`src/rtl/core/gdjs_pkg.sv`:
```
`default_nettype none
package gdjs_pkg;
    localparam int MaxJobs  = 64;
    localparam int MaxSlots = 16;
    localparam int IdxW     = $clog2(MaxJobs);
    localparam int CntW     = $clog2(MaxJobs + 1);
    localparam int SlotW    = 5;
    localparam int DlW      = 8;
    localparam int PayW     = 16;
    localparam int KeyW     = 16;
    localparam logic [SlotW-1:0] MaxTimeReset = 5'd5;

    typedef struct packed {
        logic [DlW-1:0]  deadline;
        logic [PayW-1:0] payment;
        logic [KeyW-1:0] key;
    } t_job;
endpackage
`default_nettype wire

```
`src/rtl/core/gdjs_divider.sv`:
```
`default_nettype none
module gdjs_divider (
    input  wire logic                    i_clk,
    input  wire logic                    i_rst_n,
    input  wire logic                    i_start,
    input  wire logic [gdjs_pkg::PayW-1:0] i_num,
    input  wire logic [gdjs_pkg::DlW-1:0]  i_den,
    output logic                         o_done,
    output logic [gdjs_pkg::KeyW-1:0]    o_quot
);
    import gdjs_pkg::*;

    logic [PayW-1:0] r_q, n_q;
    logic [DlW:0]    r_rem, n_rem;
    logic [DlW-1:0]  r_den;
    logic [4:0]      r_cnt;
    logic            r_busy;
    logic [DlW:0]    trial;

    // One quotient bit per cycle, restoring.
    always_comb begin
        trial = {r_rem[DlW-1:0], r_q[PayW-1]};
        if (trial >= {1'b0, r_den}) begin
            n_rem = trial - {1'b0, r_den};
            n_q   = {r_q[PayW-2:0], 1'b1};
        end else begin
            n_rem = trial;
            n_q   = {r_q[PayW-2:0], 1'b0};
        end
    end

    always_ff @(posedge i_clk) begin
        if (!i_rst_n) begin
            r_busy <= 1'b0;
            o_done <= 1'b0;
            r_cnt  <= '0;
        end else begin
            o_done <= 1'b0;
            if (i_start) begin
                r_busy <= 1'b1;
                r_cnt  <= 5'd0;
            end else if (r_busy) begin
                r_cnt <= r_cnt + 5'd1;
                if (r_cnt == 5'(PayW - 1)) begin
                    r_busy <= 1'b0;
                    o_done <= 1'b1;
                end
            end
        end
        if (i_start) begin
            r_q   <= i_num;
            r_rem <= '0;
            r_den <= i_den;
        end else if (r_busy) begin
            r_q   <= n_q;
            r_rem <= n_rem;
        end
    end

    assign o_quot = (r_den == '0) ? '0 : r_q;
endmodule
`default_nettype wire

```
`src/rtl/core/greedy_deadline_job_scheduler_unit.sv`:
```
// Channel  | Direction | Signals                                   | Transaction
// input    | in        | start, busy, i_deadline/payment/last_job  | start & !busy
// config   | in        | i_cfg_valid, o_cfg_ready, i_cfg_data      | valid & ready
// result   | out       | o_strobe, o_slot ... o_last_slot          | strobe, one cycle
// A job first has its key divided, then, unless the job memory is full, writes its entry
// and is inserted by reading and comparing each stored job, shifting those it passes.
// A last job then runs the slot scan: per slot, sorted entries are read and checked
// until a fit is found or all are examined, then one result is emitted for the slot.
// Reset is synchronous and clears control state and the taken flags.
// Results cannot be stalled; busy stays high until the last result has gone out.
`default_nettype none
module greedy_deadline_job_scheduler_unit (
    input  wire logic                      i_clk,
    input  wire logic                      i_rst_n,
    input  wire logic                      start,
    output logic                           busy,
    input  wire logic [gdjs_pkg::DlW-1:0]  i_deadline,
    input  wire logic [gdjs_pkg::PayW-1:0] i_payment,
    input  wire logic                      i_last_job,
    input  wire logic                      i_cfg_valid,
    output logic                           o_cfg_ready,
    input  wire logic [gdjs_pkg::SlotW-1:0] i_cfg_data,
    output logic                           o_strobe,
    output logic [gdjs_pkg::SlotW-1:0]     o_slot,
    output logic [gdjs_pkg::DlW-1:0]       o_slot_deadline,
    output logic [gdjs_pkg::PayW-1:0]      o_slot_payment,
    output logic                           o_filled,
    output logic                           o_last_slot
);
    import gdjs_pkg::*;

    typedef enum logic [8:0] {
        S_IDLE  = 9'b000000001,
        S_DIV   = 9'b000000010,
        S_WJOB  = 9'b000000100,
        S_IRD   = 9'b000001000,
        S_ICMP  = 9'b000010000,
        S_SINIT = 9'b000100000,
        S_SRD   = 9'b001000000,
        S_SCHK  = 9'b010000000,
        S_EMIT  = 9'b100000000
    } t_state;

    t_state r_state;

    // Job memory indexed by load order; order memory holds job indices in sorted order.
    t_job           job_mem [MaxJobs];
    logic [IdxW-1:0] ord_mem [MaxJobs];
    logic [MaxJobs-1:0] r_taken;

    t_job            r_job_rd;
    logic [IdxW-1:0] r_ord_rd;
    logic [IdxW-1:0] job_ra, ord_ra;

    logic [CntW-1:0] r_count;
    logic [CntW-1:0] r_pos;
    logic [SlotW-1:0] r_max_time;
    logic [SlotW-1:0] r_slot, r_nslots;
    logic            r_last, r_drop;
    logic [DlW-1:0]  r_dl;
    logic [PayW-1:0] r_pay;
    logic            r_found;
    t_job            r_hit;
    logic            r_ph;

    logic            div_done;
    logic [KeyW-1:0] div_q;
    logic [KeyW-1:0] r_key;

    gdjs_divider u_div (
        .i_clk  (i_clk),
        .i_rst_n(i_rst_n),
        .i_start(start && !busy),
        .i_num  (i_payment),
        .i_den  (i_deadline),
        .o_done (div_done),
        .o_quot (div_q)
    );

    assign busy        = (r_state != S_IDLE);
    assign o_cfg_ready = (r_state == S_IDLE);

    // Read addresses: insertion reads position pos-1, scan reads position pos.
    always_comb begin
        ord_ra = (r_state == S_IRD || r_state == S_ICMP) ? IdxW'(r_pos - CntW'(1))
                                                         : r_pos[IdxW-1:0];
        job_ra = r_ord_rd;
    end

    always_ff @(posedge i_clk) begin
        r_ord_rd <= ord_mem[ord_ra];
        r_job_rd <= job_mem[job_ra];
    end

    logic [SlotW:0] nsl;
    always_comb begin
        nsl = {1'b0, r_max_time};
        if (nsl > (SlotW+1)'(MaxSlots)) nsl = (SlotW+1)'(MaxSlots);
        if (CntW'(nsl) > r_count) nsl = (SlotW+1)'(r_count);
    end

    always_ff @(posedge i_clk) begin
        if (!i_rst_n) begin
            r_state    <= S_IDLE;
            r_count    <= '0;
            r_taken    <= '0;
            r_max_time <= MaxTimeReset;
            o_strobe   <= 1'b0;
            r_ph       <= 1'b0;
        end else begin
            o_strobe <= 1'b0;
            unique case (r_state)
                S_IDLE: begin
                    if (i_cfg_valid) r_max_time <= i_cfg_data;
                    if (start) begin
                        r_dl    <= i_deadline;
                        r_pay   <= i_payment;
                        r_last  <= i_last_job;
                        r_drop  <= (r_count >= CntW'(MaxJobs));
                        r_state <= S_DIV;
                    end
                end
                S_DIV: if (div_done) begin
                    r_key <= div_q;
                    r_pos <= r_count;
                    r_state <= r_drop ? S_SINIT : S_WJOB;
                end
                S_WJOB: begin
                    job_mem[r_count[IdxW-1:0]] <= '{deadline: r_dl, payment: r_pay,
                                                   key: r_key};
                    r_state <= S_IRD;
                    r_ph    <= 1'b0;
                end
                S_IRD: begin
                    if (r_pos == '0) begin
                        ord_mem[r_pos[IdxW-1:0]] <= r_count[IdxW-1:0];
                        r_count <= r_count + CntW'(1);
                        r_state <= r_last ? S_SINIT : S_IDLE;
                    end else begin
                        r_state <= S_ICMP;
                        r_ph    <= 1'b0;
                    end
                end
                S_ICMP: begin
                    // Phase 0 waits for the job read, phase 1 compares the keys.
                    if (!r_ph) r_ph <= 1'b1;
                    else if (r_job_rd.key < r_key) begin
                        ord_mem[r_pos[IdxW-1:0]] <= r_ord_rd;
                        r_pos   <= r_pos - CntW'(1);
                        r_state <= S_IRD;
                    end else begin
                        ord_mem[r_pos[IdxW-1:0]] <= r_count[IdxW-1:0];
                        r_count <= r_count + CntW'(1);
                        r_state <= r_last ? S_SINIT : S_IDLE;
                    end
                end
                S_SINIT: begin
                    if (!r_last) r_state <= S_IDLE;
                    else if (nsl == '0) begin
                        r_count <= '0;
                        r_taken <= '0;
                        r_state <= S_IDLE;
                    end else begin
                        r_nslots <= SlotW'(nsl);
                        r_slot   <= SlotW'(1);
                        r_pos    <= '0;
                        r_found  <= 1'b0;
                        r_ph     <= 1'b0;
                        r_state  <= S_SRD;
                    end
                end
                S_SRD: begin
                    // Order read issued for r_pos; phase 0 waits for it, phase 1 for the job entry.
                    if (!r_ph) r_ph <= 1'b1;
                    else begin
                        r_ph    <= 1'b0;
                        r_state <= S_SCHK;
                    end
                end
                S_SCHK: begin
                    if (!r_taken[r_ord_rd] &&
                        {1'b0, r_job_rd.deadline} >= {{(DlW+1-SlotW){1'b0}}, r_slot}) begin
                        r_taken[r_ord_rd] <= 1'b1;
                        r_found <= 1'b1;
                        r_hit   <= r_job_rd;
                        r_state <= S_EMIT;
                    end else if (r_pos + CntW'(1) >= r_count) begin
                        r_found <= 1'b0;
                        r_state <= S_EMIT;
                    end else begin
                        r_pos   <= r_pos + CntW'(1);
                        r_state <= S_SRD;
                    end
                end
                S_EMIT: begin
                    o_strobe        <= 1'b1;
                    o_slot          <= r_slot;
                    o_filled        <= r_found;
                    o_slot_deadline <= r_found ? r_hit.deadline : '0;
                    o_slot_payment  <= r_found ? r_hit.payment : '0;
                    o_last_slot     <= (r_slot == r_nslots);
                    if (r_slot == r_nslots) begin
                        r_count <= '0;
                        r_taken <= '0;
                        r_state <= S_IDLE;
                    end else begin
                        r_slot  <= r_slot + SlotW'(1);
                        r_pos   <= '0;
                        r_found <= 1'b0;
                        r_state <= S_SRD;
                    end
                end
                default: r_state <= S_IDLE;
            endcase
        end
    end

    assert property (@(posedge i_clk) disable iff (!i_rst_n)
        o_strobe |-> o_slot != '0)
        else $error("slot number zero emitted");
    assert property (@(posedge i_clk) disable iff (!i_rst_n)
        (o_strobe && !o_filled) |-> (o_slot_deadline == '0 && o_slot_payment == '0))
        else $error("empty slot carries job data");
    assert property (@(posedge i_clk) disable iff (!i_rst_n)
        r_count <= CntW'(MaxJobs))
        else $error("job count beyond capacity");
    assert property (@(posedge i_clk) disable iff (!i_rst_n)
        (o_strobe && o_last_slot) |-> !busy)
        else $error("busy after final slot");
endmodule
`default_nettype wire
```
`config.mk`:
```
export PLATFORM = sky130hd
export DESIGN_NAME = greedy_deadline_job_scheduler_unit
export DESIGN_NICKNAME = d
export VERILOG_FILES = /design/src/rtl/core/gdjs_pkg.sv /design/src/rtl/core/gdjs_divider.sv /design/src/rtl/core/greedy_deadline_job_scheduler_unit.sv
export SDC_FILE = /design/constraint.sdc
export NUM_CORES = 2
export LEC_CHECK = 0
export BUFFER_PORTS_ARGS = -buffer_cell sky130_fd_sc_hd__buf_4
export CORE_MARGIN = 10
export CORE_UTILIZATION = 50
export CTS_CLUSTER_SIZE = 40
export DETAILED_ROUTE_END_ITERATION = 8
export PLACE_DENSITY = 0.67
export SLEW_MARGIN = 20
export SYNTH_ARGS = -nofsm -noshare
export SYNTH_HDL_FRONTEND = slang
export SYNTH_SLANG_ARGS = --single-unit
```
`constraint.sdc`:
```
create_clock -name i_clk -period 11.7 [get_ports i_clk]
set_clock_uncertainty 0.15 [all_clocks]
set_input_delay 2.34 -clock i_clk [delete_from_list [all_inputs] [get_ports i_clk]]
set_output_delay 2.34 -clock i_clk [all_outputs]
set_load 0.01 [all_outputs]
```
Word-level counts from Yosys, hierarchy flattened. Memories as Yosys holds them, arrays and structs flattened. A register that Yosys moved wholly into a read port is not among the register bits. Cells that the tools add are included.

Bits in writable memories: 2944. Bits of input ports: 34. Memories kept: 2. Register bits after elaboration: 241. Output and inout bits: 34.

Memories: job_mem (words 64, width 40, rd ports 1, clocked after Yosys merged registers in 1, write ports 1, RTL line greedy_deadline_job_scheduler_unit.sv:47) `t_job job_mem [MaxJobs];`; ord_mem (words 64, width 6, rd ports 1, clocked after Yosys merged registers in 1, write ports 1, RTL line greedy_deadline_job_scheduler_unit.sv:48) `logic [IdxW-1:0] ord_mem [MaxJobs];`.

Magnitude comparators: 9. Multiplexer cells: 83. Equality and inequality tests: 29. Reduce and logical (&&, ||, !) cells: 30. Bitwise operators: 6. $add $sub $neg: 6.

Operators by type and width (number): 64-bit two-way mux (4); 64-bit one-hot mux with 3 select lines (1); 7-bit two-way mux (17); 9-bit one-hot mux with 9 select lines (1); 64-bit OR (1); 9-bit two-way mux (6); 6-bit two-way mux (8); 7-bit one-hot mux with 5 select lines (1); 1-bit two-way mux (32); 16-bit two-way mux (2); 7-bit one-hot mux with 4 select lines (1); 2-bit != test (second input constant) (13); 5-bit two-way mux (4); 16-bit < comparator (1); 7-bit by 1-bit adder with 7-bit output (second input constant) (2); 4-bit AND reduction (3); 5-bit by 1-bit adder with 5-bit output (second input constant) (2); 5-bit one-hot mux with 2 select lines (1); 10-bit AND reduction (1); 5-bit AND reduction (2); 5-bit nonzero test (2); 9-bit by 1-bit equality test with 1-bit output (second input constant) (1); 9-bit by 2-bit equality test with 1-bit output (second input constant) (1); 9-bit by 3-bit equality test with 1-bit output (second input constant) (1); other kinds (43) (55).

Depth between registers and ports, before layout.
Depth after elaboration: 8. Depth in mapped cells: 15. Depth with buffers taken out: 11.

Modules after synthesis. From an unflattened synthesis, not the netlist that was laid out.

Cells, all modules: 6875. Area, all modules: 120393.0 µm².

By module, submodules not included: greedy_deadline_job_scheduler_unit (cells each 6684, area each 118258.4 µm², seq. area each 94520.7 µm², instances 1); gdjs_divider (cells each 191, area each 2134.5 µm², seq. area each 1021.0 µm², instances 1).

Worst setup path after synthesis. Ideal clock, no wire load.

Kind: input to register. From: input port i_rst_n. To: memory ord_mem[0][0] (netlist bit) (data pin). Path slack: 5.401 ns. Stages on the path: 4. Arrival time: 5.447 ns. Buffers on the path: 2. Cell sequence: clkbuf_1 > and4_1 > clkbuf_1 > o21ai_0.

Cells in the longest elaborated chain, start to end: 4.

Ends and longest elaborated chain: start, declared (RTL line greedy_deadline_job_scheduler_unit.sv:14) `input wire logic i_rst_n,`; 1-bit two-way mux (RTL line greedy_deadline_job_scheduler_unit.sv:103) `if (!i_rst_n) begin`; 1-bit two-way mux (implied by the code) (RTL line greedy_deadline_job_scheduler_unit.sv:148) `ord_mem[r_pos[IdxW-1:0]] <= r_ord_rd;`; 6-bit two-way mux (no source line); 6-bit two-way mux (no source line) (*); end, declared (RTL line greedy_deadline_job_scheduler_unit.sv:48).

Every way passes the cells marked *; elsewhere a longest branch is shown, timed or not.

Worst setup path after layout.
From: register r_key[10]. To: memory ord_mem[57][2] (netlist bit) (data pin).

Cells in the longest elaborated chain, start to end: 8.

Ends and longest elaborated chain: start, declared (RTL line greedy_deadline_job_scheduler_unit.sv:68) `logic [KeyW-1:0] r_key;`; start signal, assigned (RTL line greedy_deadline_job_scheduler_unit.sv:124) `r_key <= div_q;`; 16-bit < comparator (*) (RTL line greedy_deadline_job_scheduler_unit.sv:147) `else if (r_job_rd.key < r_key) begin`; 1-bit two-way mux (RTL line greedy_deadline_job_scheduler_unit.sv:147); 1-bit two-way mux (RTL line greedy_deadline_job_scheduler_unit.sv:146) `if (!r_ph) r_ph <= 1'b1;`; 1-bit two-way mux (RTL line greedy_deadline_job_scheduler_unit.sv:112) `unique case (r_state)`; 1-bit two-way mux (RTL line greedy_deadline_job_scheduler_unit.sv:103); 1-bit two-way mux (implied by the code) (RTL line greedy_deadline_job_scheduler_unit.sv:148); 6-bit two-way mux (no source line); 6-bit two-way mux (no source line) (*).

Marked as above.

==> results.cfg <==
[status]
outcome = completed

[synthesis]
synth_area_um2 = 119000
syn_nets = 6923
avgSynthCellArea_um2 = 17.5
synth.largest_area_cell = edfxtp_1
synth-seq-cells = 3231
yosysSeqAreaShare_pct = 80.0
synthFlopType = edfxtp_1
syn_inst = 6840
synth_edf_count = 3083
synth.top_cells.by_count = edfxtp_1 (3,083), a22oi_1 (871), clkbuf_1 (347), nand2_1 (316), a31oi_1 (228)
synthTopCellsByArea = edfxtp_1 (77%), a22oi_1 (5.5%), dfxtp_1 (2.5%)
synth_top_area_share_pct = 77.5
synthMostInstantiatedCell = edfxtp_1
yosysWarningCount = 0
yosysUniqueCellTypes = 89
async_flop_share_pct = 0

[setup_path]
critPathMaxStageDelay_ns = 0.86
startpoint_type = register
r2r_cells = 11
rr_endpoint = ord_mem[57][2]
rrSetupSlack_ns = 6.24
cp_cell_sequence = buf_4 -> inv_1 -> ha_1 -> and4_1 -> a2111oi_0 -> o31ai_1 -> a211oi_2 -> and4_1 -> nand2_1 -> o21ai_4 -> buf_4
cp_slowest_cell = a211oi_2
end_kind = register
rr_startpoint = r_key[10]
crit_required_ns = 12.11
crit_arrival_ns = 5.87
crit_type = register to register
crit_fanout = 65

[power_and_ir_drop]
p_sw_uw = 5160
clkPwrFrac_pct = 42.0
p_leak_uw = 0.0414
ir_drop_mv = 0.175
power_frac_seq_pct = 52.9
internal_power_uw = 18900
p_comb_share_pct = 5.1
power_density_nw_per_um2 = 178
swShare_pct = 21.5

[floorplanning]
boundaryPins = 68
die_area_um2 = 259000
start_util_pct = 50.2
row_count = 179
die_h_um = 509
core_area_um2 = 238000
die_x_um = 509

[job]
drv_cap = 0

[final_layout]
multiInputGateArea_um2 = 23000
syn2layout_area_growth_pct = 13.3
layout-drive-gt1-share_pct = 12.6
fin_nets = 7101
final_util_pct = 56.9
fill_cells = 17500
regArea_um2 = 95500
final_area_um2 = 135000

[sta]
rsz0062_at_grt = false
fin_ws_ns = 6.24
min_period_over_period_pct = 46.6
tns_ns = 0
max_slew_margin_pct = 11.1
worst-slew-pin-transition_ns = 1.32
fmax_ghz = 0.183
finalSetupViolations = 0
fin_crit_ns = 5.46
hold_viol_final = 0
slew_violations = 0

[clocking]
cts_root_buf = clkbuf_16
post_cts_resized = 0
clk_latency_ns = 0.99
cts_tree = done
post_cts_buffers = 0
cts_hold_buf = 0
cts.sinks = 3231
cts.clk_slew.worst_paths_ns = 0.06
cts_buffer_depth = 4
htree_num_levels = 5
cts_buffers = 329

[routing]
dr.pass1.iters = 6
drtIter0Drc = 11800
drt_wl_total_um = 354000
routed_via_density = 6.69
ant_nets = 0
vias = 69800
drc = 0
wl_per_cell_um = 34.0

[worst_hold_path]
min_delay_path_depth = 0
hold_path_class = register to register
hold_end = r_hit[24]
min_from = r_job_rd[24]

[placement]
place_ws_ns = 5.55
hpwl_um = 205000
gp_congestion = 0.903
placed_area_um2 = 125000
numPortBuffers = 67

[global_routing]
first_global_vias = 66400
globalRouteTotalUtil_pct = 26.6
antenna_found_initial = 31
grt_pass1_wl_um = 498000
grt_max_degree = 111
overflow = 0
## cell type report
class                           count  area share (%)
Antenna cell                        3         0.00555
Clock buffer                      424            6.55
Clock inverter                    150            1.03
Inverter                           59           0.164
Multi-Input combinational cell   3116            17.0
Sequential cell                  3231            70.6
Tap cell                         3167            2.93
Timing Repair Buffer              281            1.73
## cells by family after synthesis
kind of cell	Yosys count	synth area share, %
muxes	118	1.16
and+or+nand+nor	945	3.84
AOI/OAI and AO/OA	1969	12.6
buffers and inverters	493	1.60
xor gates and xnor gates	35	0.263
DFF	3231	80.0
adders and majority gates	49	0.519
## how the worst max path moves through the flow
stage	start	end	depth (start not counted)
6_report	r_key[10]	ord_mem[57][2]	11
5_1_grt	r_key[11]	ord_mem[53][0]	11
4_1_cts	r_key[11]	ord_mem[57][2]	11
3_5_place_dp	i_rst_n	job_mem[38][9]	6
3_3_place_gp	i_rst_n	job_mem[38][13]	6
2_1_floorplan	i_rst_n	ord_mem[0][0]	4
## critical path, delay by kind of cell (launching register included)
kind	cells	cell delay (ns)
adders and majority gates	1	0.34
and+or+nand+nor	3	1.22
DFF	1	0.34
AOI/OAI and AO/OA	4	1.55
buffers and inverters	3	1.42
## metrics by stage
| step | total power [uW] | hold slack (ns) | std cells |
|---|---|---|---|
| floorplan | 13600 | 0.236 | 6840 |
| global placement | 14100 | 0.239 | 9852 |
| detailed placement | 14200 | 0.242 | 9853 |
| CTS | 24100 | 0.256 | 10400 |
| global route | 24600 | 0.264 | 10400 |
| finish | 24100 | 0.250 | 10400 |
## registers in the layout, summed over array words and instances (netlist names), 6 cells and up
name / flops
r_taken: 64
r_state: 9
job_ra: 6
o_slot_payment: 16
r_pos: 7
ord_mem: 384
r_key: 16
r_job_rd: 40
r_pay: 16
r_count: 7
job_mem: 2560
o_slot_deadline: 8
u_div.r_q: 16
r_dl: 8
u_div.r_den: 8
u_div.r_rem: 8
r_hit: 24
## power groups by stage
stage | combinational [uW] | sequential (uW) | clock, uW
after floorplan | 622 | 13000 | 0
final | 1220 | 12700 | 10100
after global routing | 1270 | 12700 | 10600
after detailed placement | 1190 | 13000 | 0
after global placement | 1170 | 13000 | 0
after CTS | 1190 | 12700 | 10200
## metal layers
| metal | part of all wire, % | wire [um] | vias to the layer above | global-route usage (%) |
|---|---|---|---|---|
| li1 | - | - | 28800 | - |
| met1 | 36 | 129000 | 35200 | 36.0 |
| met2 | 45 | 158000 | 5022 | 39.9 |
| met3 | 14 | 48900 | 767 | 8.34 |
| met4 | 5.0 | 17800 | 22 | 11.5 |
| met5 | 0.046 | 163 | - | 0 |
## placed cells by master (no fill, tap or decap), types with 77 or more instances in the layout
master     synthesis  final
a221oi_1         211    211
a22o_1           211    211
a22oi_1          871    871
a31oi_1          228    223
a41oi_1          101     94
buf_4              2    261
clkbuf_16          0    336
dfxtp_1          148    147
edfxtp_1        3083   3083
nand2_1          316    311
nor2_1           217    148
nor4_1            86     77
Note: power is estimated with default switching activity, not from simulation.
